[config.mk]
export PLATFORM = sky130hd
export DESIGN_NAME = tiled_texture_texel_decoder_unit
export DESIGN_NICKNAME = d
export VERILOG_FILES = /design/src/rtl/core/ttd_pkg.sv /design/src/rtl/core/tiled_texture_texel_decoder_unit.sv /design/src/rtl/core/ttd_front.sv /design/src/rtl/core/ttd_queue.sv /design/src/rtl/core/ttd_back.sv
export SDC_FILE = /design/constraint.sdc
export NUM_CORES = 2
export LEC_CHECK = 0
export BUFFER_PORTS_ARGS = -buffer_cell sky130_fd_sc_hd__buf_2
export CORE_MARGIN = 1
export CORE_UTILIZATION = 35
export DETAILED_ROUTE_END_ITERATION = 12
export PLACE_DENSITY_LB_ADDON = 0.08
export REMOVE_ABC_BUFFERS = 1
export SYNTH_ARGS = -nofsm -noshare
export SYNTH_HDL_FRONTEND = slang
export SYNTH_HIERARCHICAL = 1
export SYNTH_SLANG_ARGS = --single-unit
[constraint.sdc]
create_clock -name aclk -period 15.1 [get_ports aclk]
set_input_delay 4.53 -clock aclk [delete_from_list [all_inputs] [get_ports aclk]]
set_output_delay 4.53 -clock aclk [all_outputs]
set_load 0.005 [all_outputs]
[src/rtl/core/ttd_pkg.sv]
`timescale 1ns / 1ps
// ----------------------------------------------------------------------------
// ttd_pkg
// types and constants shared by the tiled texture texel decoder
// ----------------------------------------------------------------------------
package ttd_pkg;

    localparam int MAX_DIMENSION = 16384;

    localparam logic [3:0] FMT_I4     = 4'd0;
    localparam logic [3:0] FMT_I8     = 4'd1;
    localparam logic [3:0] FMT_IA4    = 4'd2;
    localparam logic [3:0] FMT_IA8    = 4'd3;
    localparam logic [3:0] FMT_RGB565 = 4'd4;
    localparam logic [3:0] FMT_RGB5A3 = 4'd5;
    localparam logic [3:0] FMT_RGBA8  = 4'd6;
    localparam logic [3:0] FMT_CMPR   = 4'd14;

    localparam logic [1:0] REG_FORMAT = 2'd0;
    localparam logic [1:0] REG_WIDTH  = 2'd1;
    localparam logic [1:0] REG_HEIGHT = 2'd2;

    // one queued word: up to four pixels of one input byte
    typedef struct packed {
        logic [3:0]      px_en;
        logic [3:0][2:0] dx;
        logic [2:0]      dy;
        logic [3:0][7:0] r;
        logic [3:0][7:0] g;
        logic [3:0][7:0] b;
        logic [3:0][7:0] a;
        logic            err;
    } job_t;

    function automatic logic [7:0] sc4(input logic [3:0] v);
        return {v, v};
    endfunction

    // v*255/31 = 8v + floor(7v/31)
    function automatic logic [7:0] sc5(input logic [4:0] v);
        logic [2:0] f;
        f = 3'(v >= 5'd5) + 3'(v >= 5'd9) + 3'(v >= 5'd14) + 3'(v >= 5'd18)
          + 3'(v >= 5'd23) + 3'(v >= 5'd27) + 3'(v >= 5'd31);
        return {v, 3'b000} + {5'b00000, f};
    endfunction

    // v*255/63 = 4v + floor(v/21)
    function automatic logic [7:0] sc6(input logic [5:0] v);
        logic [1:0] f;
        f = 2'(v >= 6'd21) + 2'(v >= 6'd42) + 2'(v >= 6'd63);
        return {v, 2'b00} + {6'b000000, f};
    endfunction

    // v*255/7 = 36v + floor(3v/7)
    function automatic logic [7:0] sc3(input logic [2:0] v);
        logic [1:0] f;
        f = 2'(v >= 3'd3) + 2'(v >= 3'd5) + 2'(v == 3'd7);
        return {v, 5'b00000} + {3'b000, v, 2'b00} + {6'b000000, f};
    endfunction

    // truncating divide by three for values below 766
    function automatic logic [7:0] div3(input logic [9:0] v);
        logic [19:0] p;
        p = v * 10'd683;
        return p[18:11];
    endfunction

endpackage

[src/rtl/core/tiled_texture_texel_decoder_unit.sv]
`timescale 1ns / 1ps
// ----------------------------------------------------------------------------
// tiled_texture_texel_decoder_unit
// decodes a tiled texture body byte stream into positioned rgba pixels
// ----------------------------------------------------------------------------
// s_ channel takes one body byte per word; m_ channel gives one pixel per word.
// cfg channel writes format (0), width (1), height (2) while idle; a write to
// one of these restarts the image at the top-left tile, one to index 3 is ignored.
// the front decodes a byte in the cycle it is accepted and, if the byte yields
// pixels or a format error, pushes one job of up to four pixels into a two-entry
// queue; the back emits one pixel a cycle, while the receiver keeps up, from the
// head job into an output register. an i4 byte yields two pixels, a cmpr index
// row four, others at most one; a pixel passes the queue and the output register.
// m_tlast marks the last pixel of one byte, m_tuser marks a format error
// word with zero pixel fields. reset clears counters and restores format 0,
// 1x1 image. a stalled receiver holds the output word and fills the queue,
// after which s_tready drops.
// ----------------------------------------------------------------------------
module tiled_texture_texel_decoder_unit
    import ttd_pkg::*;
(
    input  logic        aclk,
    input  logic        aresetn,
    input  logic        cfg_valid,
    output logic        cfg_ready,
    input  logic [1:0]  cfg_index,
    input  logic [14:0] cfg_data,
    input  logic        s_tvalid,
    output logic        s_tready,
    input  logic [7:0]  s_tdata,   // body_byte
    output logic        m_tvalid,
    input  logic        m_tready,
    output logic [63:0] m_tdata,   // pixel_x, pixel_y, red, green, blue, alpha, image_done
    output logic        m_tlast,   // last_of_item
    output logic        m_tuser    // format_error
);

    job_t        fj, qj;
    logic        fv, fr, qv, qr, rst;
    logic [13:0] fc, fro, qc, qro;
    logic [14:0] we, he;

    assign cfg_ready = 1'b1;

    ttd_front u_front (
        .aclk, .aresetn, .cfg_valid, .cfg_index, .cfg_data,
        .s_tvalid, .s_tready, .s_tdata,
        .q_ready(fr), .q_valid(fv), .q_job(fj), .q_col(fc), .q_row(fro),
        .width_eff(we), .height_eff(he), .restart(rst)
    );

    ttd_queue u_queue (
        .aclk, .aresetn,
        .in_valid(fv), .in_ready(fr), .in_job(fj), .in_col(fc), .in_row(fro),
        .out_valid(qv), .out_ready(qr), .out_job(qj), .out_col(qc), .out_row(qro)
    );

    ttd_back u_back (
        .aclk, .aresetn, .restart(rst), .width_eff(we), .height_eff(he),
        .j_valid(qv), .j_ready(qr), .j_job(qj), .j_col(qc), .j_row(qro),
        .m_tvalid, .m_tready, .m_tdata, .m_tlast, .m_tuser
    );

endmodule

[src/rtl/core/ttd_front.sv]
`timescale 1ns / 1ps
// ----------------------------------------------------------------------------
// ttd_front
// per-byte decode: tile counters, buffers and channel scaling into jobs
// ----------------------------------------------------------------------------
module ttd_front
    import ttd_pkg::*;
(
    input  logic        aclk,
    input  logic        aresetn,
    input  logic        cfg_valid,
    input  logic [1:0]  cfg_index,
    input  logic [14:0] cfg_data,
    input  logic        s_tvalid,
    output logic        s_tready,
    input  logic [7:0]  s_tdata,
    input  logic        q_ready,
    output logic        q_valid,
    output job_t        q_job,
    output logic [13:0] q_col,
    output logic [13:0] q_row,
    output logic [14:0] width_eff,
    output logic [14:0] height_eff,
    output logic        restart
);

    logic [3:0]  fmt_reg;
    logic [14:0] w_reg, h_reg;
    logic [14:0] col_reg, row_reg;
    logic [5:0]  bib_reg;
    logic [1:0]  sub_reg;
    logic [7:0]  held_reg;
    logic [15:0] ep_reg [2];
    logic [15:0] ar_mem [16];
    logic        fin_reg;

    function automatic logic [14:0] eff(input logic [14:0] v);
        if (v == '0) return 15'd1;
        if (32'(v) > MAX_DIMENSION) return 15'(MAX_DIMENSION);
        return v;
    endfunction

    assign width_eff = eff(w_reg);
    assign height_eff = eff(h_reg);
    assign restart = cfg_valid && (cfg_index <= REG_HEIGHT);
    assign s_tready = q_ready;

    logic acc, bad;
    assign acc = s_tvalid && s_tready;
    assign bad = (fmt_reg > FMT_RGBA8) && (fmt_reg != FMT_CMPR);

    logic [7:0]  v;
    logic [5:0]  b;
    logic [15:0] word;
    logic [3:0]  k;
    job_t        j;
    logic        adv;
    logic [3:0]  tw, th;
    logic [7:0]  p0[3], p1[3], p2[3], p3[3];
    logic        four;
    logic [1:0]  idx;

    always_comb begin
        v = s_tdata;
        b = bib_reg;
        word = {held_reg, v};
        k = b[4:1];
        j = '0;
        adv = 1'b0;
        tw = 4'd4;
        th = 4'd4;
        idx = '0;
        four = ep_reg[0] > ep_reg[1];
        p0[0] = sc5(ep_reg[0][15:11]);
        p0[1] = sc6(ep_reg[0][10:5]);
        p0[2] = sc5(ep_reg[0][4:0]);
        p1[0] = sc5(ep_reg[1][15:11]);
        p1[1] = sc6(ep_reg[1][10:5]);
        p1[2] = sc5(ep_reg[1][4:0]);
        for (int c = 0; c < 3; c++) begin
            if (four) begin
                p2[c] = div3({1'b0, p0[c], 1'b0} + 10'(p1[c]));
                p3[c] = div3(10'(p0[c]) + {1'b0, p1[c], 1'b0});
            end else begin
                p2[c] = 8'((9'(p0[c]) + 9'(p1[c])) >> 1);
                p3[c] = '0;
            end
        end
        j.err = bad;
        if (bad) begin
            j.px_en = '0;
        end else begin
            unique case (fmt_reg)
                FMT_I4: begin
                    j.dy = b[4:2];
                    j.dx[0] = {b[1:0], 1'b0};
                    j.dx[1] = {b[1:0], 1'b1};
                    j.r[0] = sc4(v[7:4]); j.g[0] = j.r[0]; j.b[0] = j.r[0];
                    j.r[1] = sc4(v[3:0]); j.g[1] = j.r[1]; j.b[1] = j.r[1];
                    j.a[0] = 8'hff; j.a[1] = 8'hff;
                    j.px_en = 4'b0011;
                    adv = (b[4:0] == 5'd31);
                    tw = 4'd8; th = 4'd8;
                end
                FMT_I8, FMT_IA4: begin
                    j.dy = {1'b0, b[4:3]};
                    j.dx[0] = b[2:0];
                    if (fmt_reg == FMT_I8) begin
                        j.r[0] = v; j.a[0] = 8'hff;
                    end else begin
                        j.r[0] = sc4(v[3:0]); j.a[0] = sc4(v[7:4]);
                    end
                    j.g[0] = j.r[0]; j.b[0] = j.r[0];
                    j.px_en = 4'b0001;
                    adv = (b[4:0] == 5'd31);
                    tw = 4'd8;
                end
                FMT_IA8, FMT_RGB565, FMT_RGB5A3: begin
                    j.dy = {1'b0, k[3:2]};
                    j.dx[0] = {1'b0, k[1:0]};
                    j.a[0] = 8'hff;
                    if (fmt_reg == FMT_IA8) begin
                        j.r[0] = v; j.g[0] = v; j.b[0] = v; j.a[0] = held_reg;
                    end else if (fmt_reg == FMT_RGB565) begin
                        j.r[0] = sc5(word[15:11]); j.g[0] = sc6(word[10:5]);
                        j.b[0] = sc5(word[4:0]);
                    end else if (word[15]) begin
                        j.r[0] = sc5(word[14:10]); j.g[0] = sc5(word[9:5]);
                        j.b[0] = sc5(word[4:0]);
                    end else begin
                        j.r[0] = sc4(word[11:8]); j.g[0] = sc4(word[7:4]);
                        j.b[0] = sc4(word[3:0]); j.a[0] = sc3(word[14:12]);
                    end
                    j.px_en = {3'b000, b[0]};
                    adv = (b[4:0] == 5'd31);
                end
                FMT_RGBA8: begin
                    j.dy = {1'b0, k[3:2]};
                    j.dx[0] = {1'b0, k[1:0]};
                    j.r[0] = ar_mem[k][7:0];
                    j.a[0] = ar_mem[k][15:8];
                    j.g[0] = held_reg;
                    j.b[0] = v;
                    j.px_en = {3'b000, b[0] & b[5]};
                    adv = (b == 6'd63);
                end
                FMT_CMPR: begin
                    for (int x = 0; x < 4; x++) begin
                        j.dx[x] = {sub_reg[0], 2'(x)};
                        idx = v[7 - 2 * x -: 2];
                        unique case (idx)
                            2'd0: begin j.r[x] = p0[0]; j.g[x] = p0[1]; j.b[x] = p0[2]; end
                            2'd1: begin j.r[x] = p1[0]; j.g[x] = p1[1]; j.b[x] = p1[2]; end
                            2'd2: begin j.r[x] = p2[0]; j.g[x] = p2[1]; j.b[x] = p2[2]; end
                            default: begin
                                j.r[x] = p3[0]; j.g[x] = p3[1]; j.b[x] = p3[2];
                            end
                        endcase
                        j.a[x] = (idx == 2'd3 && !four) ? 8'h00 : 8'hff;
                    end
                    j.dy = {sub_reg[1], 2'(b[1:0])};
                    j.px_en = b[2] ? 4'b1111 : 4'b0000;
                    adv = (b[2:0] == 3'd7) && (sub_reg == 2'd3);
                    tw = 4'd8; th = 4'd8;
                end
                default: j.px_en = '0;
            endcase
        end
    end

    // a finished image drops whole bytes; bad format always emits
    assign q_valid = acc && (bad || (!fin_reg && j.px_en != '0));
    assign q_job = j;
    assign q_col = col_reg[13:0];
    assign q_row = row_reg[13:0];

    logic [14:0] col_next, row_next;
    logic        fin_next;

    always_comb begin
        col_next = col_reg + 15'(tw);
        row_next = row_reg;
        fin_next = fin_reg;
        if (col_next >= width_eff) begin
            col_next = '0;
            row_next = row_reg + 15'(th);
            if (row_next >= height_eff) begin
                row_next = '0;
                fin_next = 1'b1;
            end
        end
    end

    always_ff @(posedge aclk) begin
        if (!aresetn) begin
            fmt_reg <= FMT_I4;
            w_reg <= 15'd1;
            h_reg <= 15'd1;
            col_reg <= '0;
            row_reg <= '0;
            bib_reg <= '0;
            sub_reg <= '0;
            held_reg <= '0;
            fin_reg <= 1'b0;
        end else if (restart) begin
            unique case (cfg_index)
                REG_FORMAT: fmt_reg <= cfg_data[3:0];
                REG_WIDTH:  w_reg <= cfg_data;
                default:    h_reg <= cfg_data;
            endcase
            col_reg <= '0;
            row_reg <= '0;
            bib_reg <= '0;
            sub_reg <= '0;
            held_reg <= '0;
            fin_reg <= 1'b0;
        end else if (acc && !bad && !fin_reg) begin
            if (!b[0]) held_reg <= v;
            if (fmt_reg == FMT_CMPR) begin
                bib_reg <= (b[2:0] == 3'd7) ? 6'd0 : b + 6'd1;
                if (b[2:0] == 3'd7) sub_reg <= sub_reg + 2'd1;
            end else begin
                bib_reg <= adv ? 6'd0 : b + 6'd1;
            end
            if (adv) begin
                col_reg <= col_next;
                row_reg <= row_next;
                fin_reg <= fin_next;
            end
        end
    end

    always_ff @(posedge aclk) begin
        if (acc && !bad && !fin_reg && !restart) begin
            if (fmt_reg == FMT_CMPR && b[2:1] == 2'b00 && b[0])
                ep_reg[0] <= word;
            if (fmt_reg == FMT_CMPR && b[2:1] == 2'b01 && b[0])
                ep_reg[1] <= word;
            if (fmt_reg == FMT_RGBA8 && b[0] && !b[5])
                ar_mem[k] <= word;
        end
    end

endmodule

[src/rtl/core/ttd_queue.sv]
`timescale 1ns / 1ps
// ----------------------------------------------------------------------------
// ttd_queue
// two-entry queue of decoded jobs between the front and the pixel emitter
// ----------------------------------------------------------------------------
module ttd_queue
    import ttd_pkg::*;
(
    input  logic        aclk,
    input  logic        aresetn,
    input  logic        in_valid,
    output logic        in_ready,
    input  job_t        in_job,
    input  logic [13:0] in_col,
    input  logic [13:0] in_row,
    output logic        out_valid,
    input  logic        out_ready,
    output job_t        out_job,
    output logic [13:0] out_col,
    output logic [13:0] out_row
);

    job_t        job_mem [2];
    logic [13:0] col_mem [2];
    logic [13:0] row_mem [2];
    logic        wp_reg, rp_reg;
    logic [1:0]  cnt_reg;

    assign in_ready = cnt_reg != 2'd2;
    assign out_valid = cnt_reg != 2'd0;
    assign out_job = job_mem[rp_reg];
    assign out_col = col_mem[rp_reg];
    assign out_row = row_mem[rp_reg];

    logic wr, rd;
    assign wr = in_valid && in_ready;
    assign rd = out_valid && out_ready;

    always_ff @(posedge aclk) begin
        if (!aresetn) begin
            wp_reg <= 1'b0;
            rp_reg <= 1'b0;
            cnt_reg <= '0;
        end else begin
            if (wr) wp_reg <= !wp_reg;
            if (rd) rp_reg <= !rp_reg;
            cnt_reg <= cnt_reg + 2'(wr) - 2'(rd);
        end
    end

    always_ff @(posedge aclk) begin
        if (wr) begin
            job_mem[wp_reg] <= in_job;
            col_mem[wp_reg] <= in_col;
            row_mem[wp_reg] <= in_row;
        end
    end

endmodule

[src/rtl/core/ttd_back.sv]
`timescale 1ns / 1ps
// ----------------------------------------------------------------------------
// ttd_back
// walks the pixels of one job, drops those outside the image, emits one per cycle unless stalled
// ----------------------------------------------------------------------------
module ttd_back
    import ttd_pkg::*;
(
    input  logic        aclk,
    input  logic        aresetn,
    input  logic        restart,
    input  logic [14:0] width_eff,
    input  logic [14:0] height_eff,
    input  logic        j_valid,
    output logic        j_ready,
    input  job_t        j_job,
    input  logic [13:0] j_col,
    input  logic [13:0] j_row,
    output logic        m_tvalid,
    input  logic        m_tready,
    output logic [63:0] m_tdata,
    output logic        m_tlast,
    output logic        m_tuser
);

    logic [3:0]  done_reg;   // pixels of the head job already handled
    logic        fin_reg;
    logic        ov_reg;
    logic [60:0] od_reg;
    logic        ol_reg, oe_reg;

    logic [3:0]  inb;
    logic [14:0] x[4], y;
    logic [3:0]  pend;
    logic [1:0]  sel;
    logic [3:0]  after;
    logic        have, last, corner, slot;

    always_comb begin
        y = 15'(j_row) + 15'(j_job.dy);
        for (int i = 0; i < 4; i++) begin
            x[i] = 15'(j_col) + 15'(j_job.dx[i]);
            inb[i] = j_job.px_en[i] && x[i] < width_eff && y < height_eff;
        end
        pend = inb & ~done_reg;
        if (fin_reg) pend = '0;
        sel = pend[0] ? 2'd0 : pend[1] ? 2'd1 : pend[2] ? 2'd2 : 2'd3;
        have = pend != '0;
        after = pend & ~(4'b0001 << sel) & ~((4'b0001 << sel) - 4'd1);
        corner = x[sel] == width_eff - 15'd1 && y == height_eff - 15'd1;
        last = after == '0 || corner;
        slot = !ov_reg || m_tready;
    end

    // a job retires with its last pixel, when none remain, or (error) once the output is free
    assign j_ready = j_job.err ? slot : (!have || (slot && last));

    always_ff @(posedge aclk) begin
        if (!aresetn) begin
            done_reg <= '0;
            fin_reg <= 1'b0;
            ov_reg <= 1'b0;
        end else begin
            if (j_valid && slot && (j_job.err || have)) ov_reg <= 1'b1;
            else if (m_tready) ov_reg <= 1'b0;
            if (restart) fin_reg <= 1'b0;
            else if (j_valid && slot && !j_job.err && have && corner) fin_reg <= 1'b1;
            if (j_valid && slot && !j_job.err && have)
                done_reg <= last ? 4'b0000 : done_reg | (4'b0001 << sel);
        end
    end

    always_ff @(posedge aclk) begin
        if (j_valid && slot) begin
            oe_reg <= j_job.err;
            if (j_job.err) begin
                ol_reg <= 1'b1;
                od_reg <= '0;
            end else begin
                ol_reg <= last;
                od_reg <= {corner, j_job.a[sel], j_job.b[sel], j_job.g[sel],
                           j_job.r[sel], y[13:0], x[sel][13:0]};
            end
        end
    end

    assign m_tvalid = ov_reg;
    assign m_tdata = {3'b000, od_reg};
    assign m_tlast = ol_reg;
    assign m_tuser = oe_reg;

endmodule

==> metrics.md <==
| Metric | Value |
|---|---|
| Worst-Margin Slew | approximately 1.2 ns |
| Pwr Total | 0.00799 W |
| Seq cells post-synth | 795 |
| Post-CTS Resized | 0 |
| Power per cell area | around 130 nW/um2 |
| WL final | 177,000 um |
| Top cell type's share of synthesized area | between 30% and 40% |
| Initial antenna violation count | 2 |
| CTS H-Tree Depth | 3 |
| Core region area | approximately 160,000 um2 |
| Setup crit end kind | register |
| Critical path required time | between 15 and 20 ns |
| Post-synthesis cell count | between 4,000 and 5,000 |
| Post-synthesis cell type count | ~120 |
| Num CTS Buffers | 95 |
| Antenna Nets Post-Route | 0 |
| # setup viols final | 0 |
| Height of the die | ~400 um |
| Worst EP arrival | between 10 and 15 ns |
| Crit path max fanout | 9 |
| GPL Wtd Cong | about 0.87 |
| CTS Buffer Depth | 3 |
| Met1 wire length | about 80,000 um |
| Layout Skew | 0.0618 ns |
| Cell row count | roughly 150 |
| Worst-path clk slew | 0.06 ns |
| Syn avg cell area | between 10 and 15 um2 |
| Sum Neg Setup Slack | 0 ns |
| Vias | about 39,000 |
| DR pass1 iterations | 7 |
| Global-route wire length before repair | approximately 260,000 um |
| Area delta synth->final | 9.91% |
| Vias per cell | about 5.5 |
| Worst-Skew Late Latency | approximately 0.74 ns |
| Most common cell in the netlist | edfxtp_1 |
| Place WS | around 4.8 ns |
| Slowest CP cell | fa_1 |
| Routed len/inst | ~25 um |
| Fmax | between 90 and 100 MHz |
| Synthesized cell area | about 56,000 um2 |
| Final slew viol count | 0 |
| CTS hold repair buffers | 0 |
| Hold Crit Class | register to register |
| ANT cells | 0 |
| Met2 Wirelength | roughly 85,000 um |
| EDFF count, synth | between 700 and 800 |
| Synth warn | 6 |
| Slew HR | ~17% |
| P_leak | around 25 nW |
| Met3 Routed Length | between 7000 and 8000 um |
| Gr usage total | between 20% and 30% |
| DR DRC count | 0 |
| Synth cell count leaders | edfxtp_1, ha_1, inv_1, nor2_1, nand2_1 |
| Setup WS post-layout | 4.80 ns |
| Post-synth top flop | edfxtp_1 |
| Fin crit share | about two thirds |
| Final hold viol count | 0 |
| Highest routed layer | met4 |
| Fin cells | between 7,000 and 8,000 |
| Most frequent CP cell | fa_1 |
| DIE WIDTH | between 400 and 500 um |
| Nets | approximately 5,600 |
| Top area cells in the synthesized netlist | edfxtp_1, ha_1, fa_1 |
| Status | complete, no violations |
| Synth area leader | edfxtp_1 |
| Largest net degree at the start of global routing | 113 |
| CTS tree | yes |
| Critical path type | register to register |
| Clock Tree Root | clkbuf_16 |
| Starting Density | a little over a third |
| Max FFs per register | about 300 |
| Inst Count DP | just under 7,000 |
| CP peak stage delay | about 0.55 ns |
| I/O pin cnt | 99 |
| TritonCTS Sinks | about 800 |
| Port bufs | between 90 and 100 |
| Max-capacitance violation count | 0 |
| Total setup buffers inserted after CTS | 0 |
| Iteration-0 DRC count of the detailed router | between 3,000 and 4,000 |
| Final Critical Period | 10.30 ns |
| Sequential share of the synthesized area | 40.9% |
| Hold_ws | roughly 0.47 ns |
| Startpoint Class | register |
| Max IR drop VDD | between 0.1 and 0.15 mV |
| Async S/R FF share, synth | 0% |
| Vias in the first global route | approximately 38,000 |
| RSZ-0062 raised after global routing | false |
| Hpwl dp | 126,000 um |
| GRT Residual Overflow | 0 |
| Layout cells sized above 1 | around 15% |
| DIE AREA | approximately 160,000 um2 |
==> worst max-delay path, delay by kind of cell (launching register included) <==
family | cells | cell delay, ns
buffers and inverters | 6 | 0.86
and+or+nand+nor | 2 | 0.35
AOI/OAI and AO/OA | 13 | 3.28
DFF | 1 | 0.53
xor gates and xnor gates | 1 | 0.42
adders and majority gates | 11 | 4.57
==> placed cells by master, fill, tap and decap left out, types with 61 or more instances in the layout <==
cell type / n
a21o_1: 61
inv_1: 397
mux2i_1: 74
dfxtp_1: 88
nand3_1: 83
mux2_4: 141
mux4_2: 95
o21ai_0: 176
mux2_2: 73
buf_2: 90
ha_1: 549
nor2_1: 305
fa_1: 175
nand2_1: 310
a21oi_1: 241
edfxtp_1: 703
xnor2_1: 164
clkbuf_16: 95
buf_4: 90
nor3_1: 78
xor2_1: 84
==> cell families (layout without fill, tap and decap cells) <==
group / count (synthesis) / count (layout) / share of synthesized area (%)
adders and majority gates: 727 / 727 / 18.5
xor gates and xnor gates: 249 / 249 / 3.91
AOI/OAI and AO/OA: 935 / 935 / 11.3
buffers and inverters: 699 / 761 / 5.48
other: 3 / 9 / 0.0201
DFF: 795 / 795 / 40.9
and+or+nand+nor: 1103 / 1103 / 9.50
muxes: 383 / 383 / 10.4
==> layer usage <==
metal / track usage [%] / vias to the layer above
li1: - / 18000
met1: 29.4 / 19400
met2: 36.4 / 1041
met3: 2.18 / 213
met4: 5.69 / 0
met5: 0 / -
==> through the flow <==
stage / instance area (um2) / utilization, %
2_1_floorplan: 54600 / -
3_3_place_gp: 58400 / 36.8
3_5_place_dp: 58400 / 36.8
4_1_cts: 61700 / 38.8
5_1_grt: 61700 / 38.8
6_report: 61700 / 38.8
==> area by class of cell <==
type / count / area (um2)
clock buffers: 121 / 2530
clock inverters: 53 / 689
fillers: 15300 / 97100
inverters: 406 / 1530
multi-input cells: 3406 / 30200
flip-flops and latches: 795 / 23000
well taps: 2072 / 2590
repair buffers: 181 / 1150
==> report_power, final <==
group | switching (W) | internal (W)
logic | 0.00171 | 0.00110
registers | 0.0000855 | 0.00274
clock network | 0.000974 | 0.00139
total | 0.00277 | 0.00522
==> worst paths after layout <==
kind                         startpoint  depth (start not counted)  slack (ns)                     end
setup / recovery  u_front/ep_reg[0][20]                         33        4.80  u_queue/job_mem[0][56]
hold / removal      u_front/row_reg[14]                          2        0.47     u_front/row_reg[14]
hold reg to reg     u_front/row_reg[14]                          2        0.47     u_front/row_reg[14]
setup reg to reg  u_front/ep_reg[0][20]                         33        4.80  u_queue/job_mem[0][56]
No activity file was read; power rests on OpenSTA's default activity.
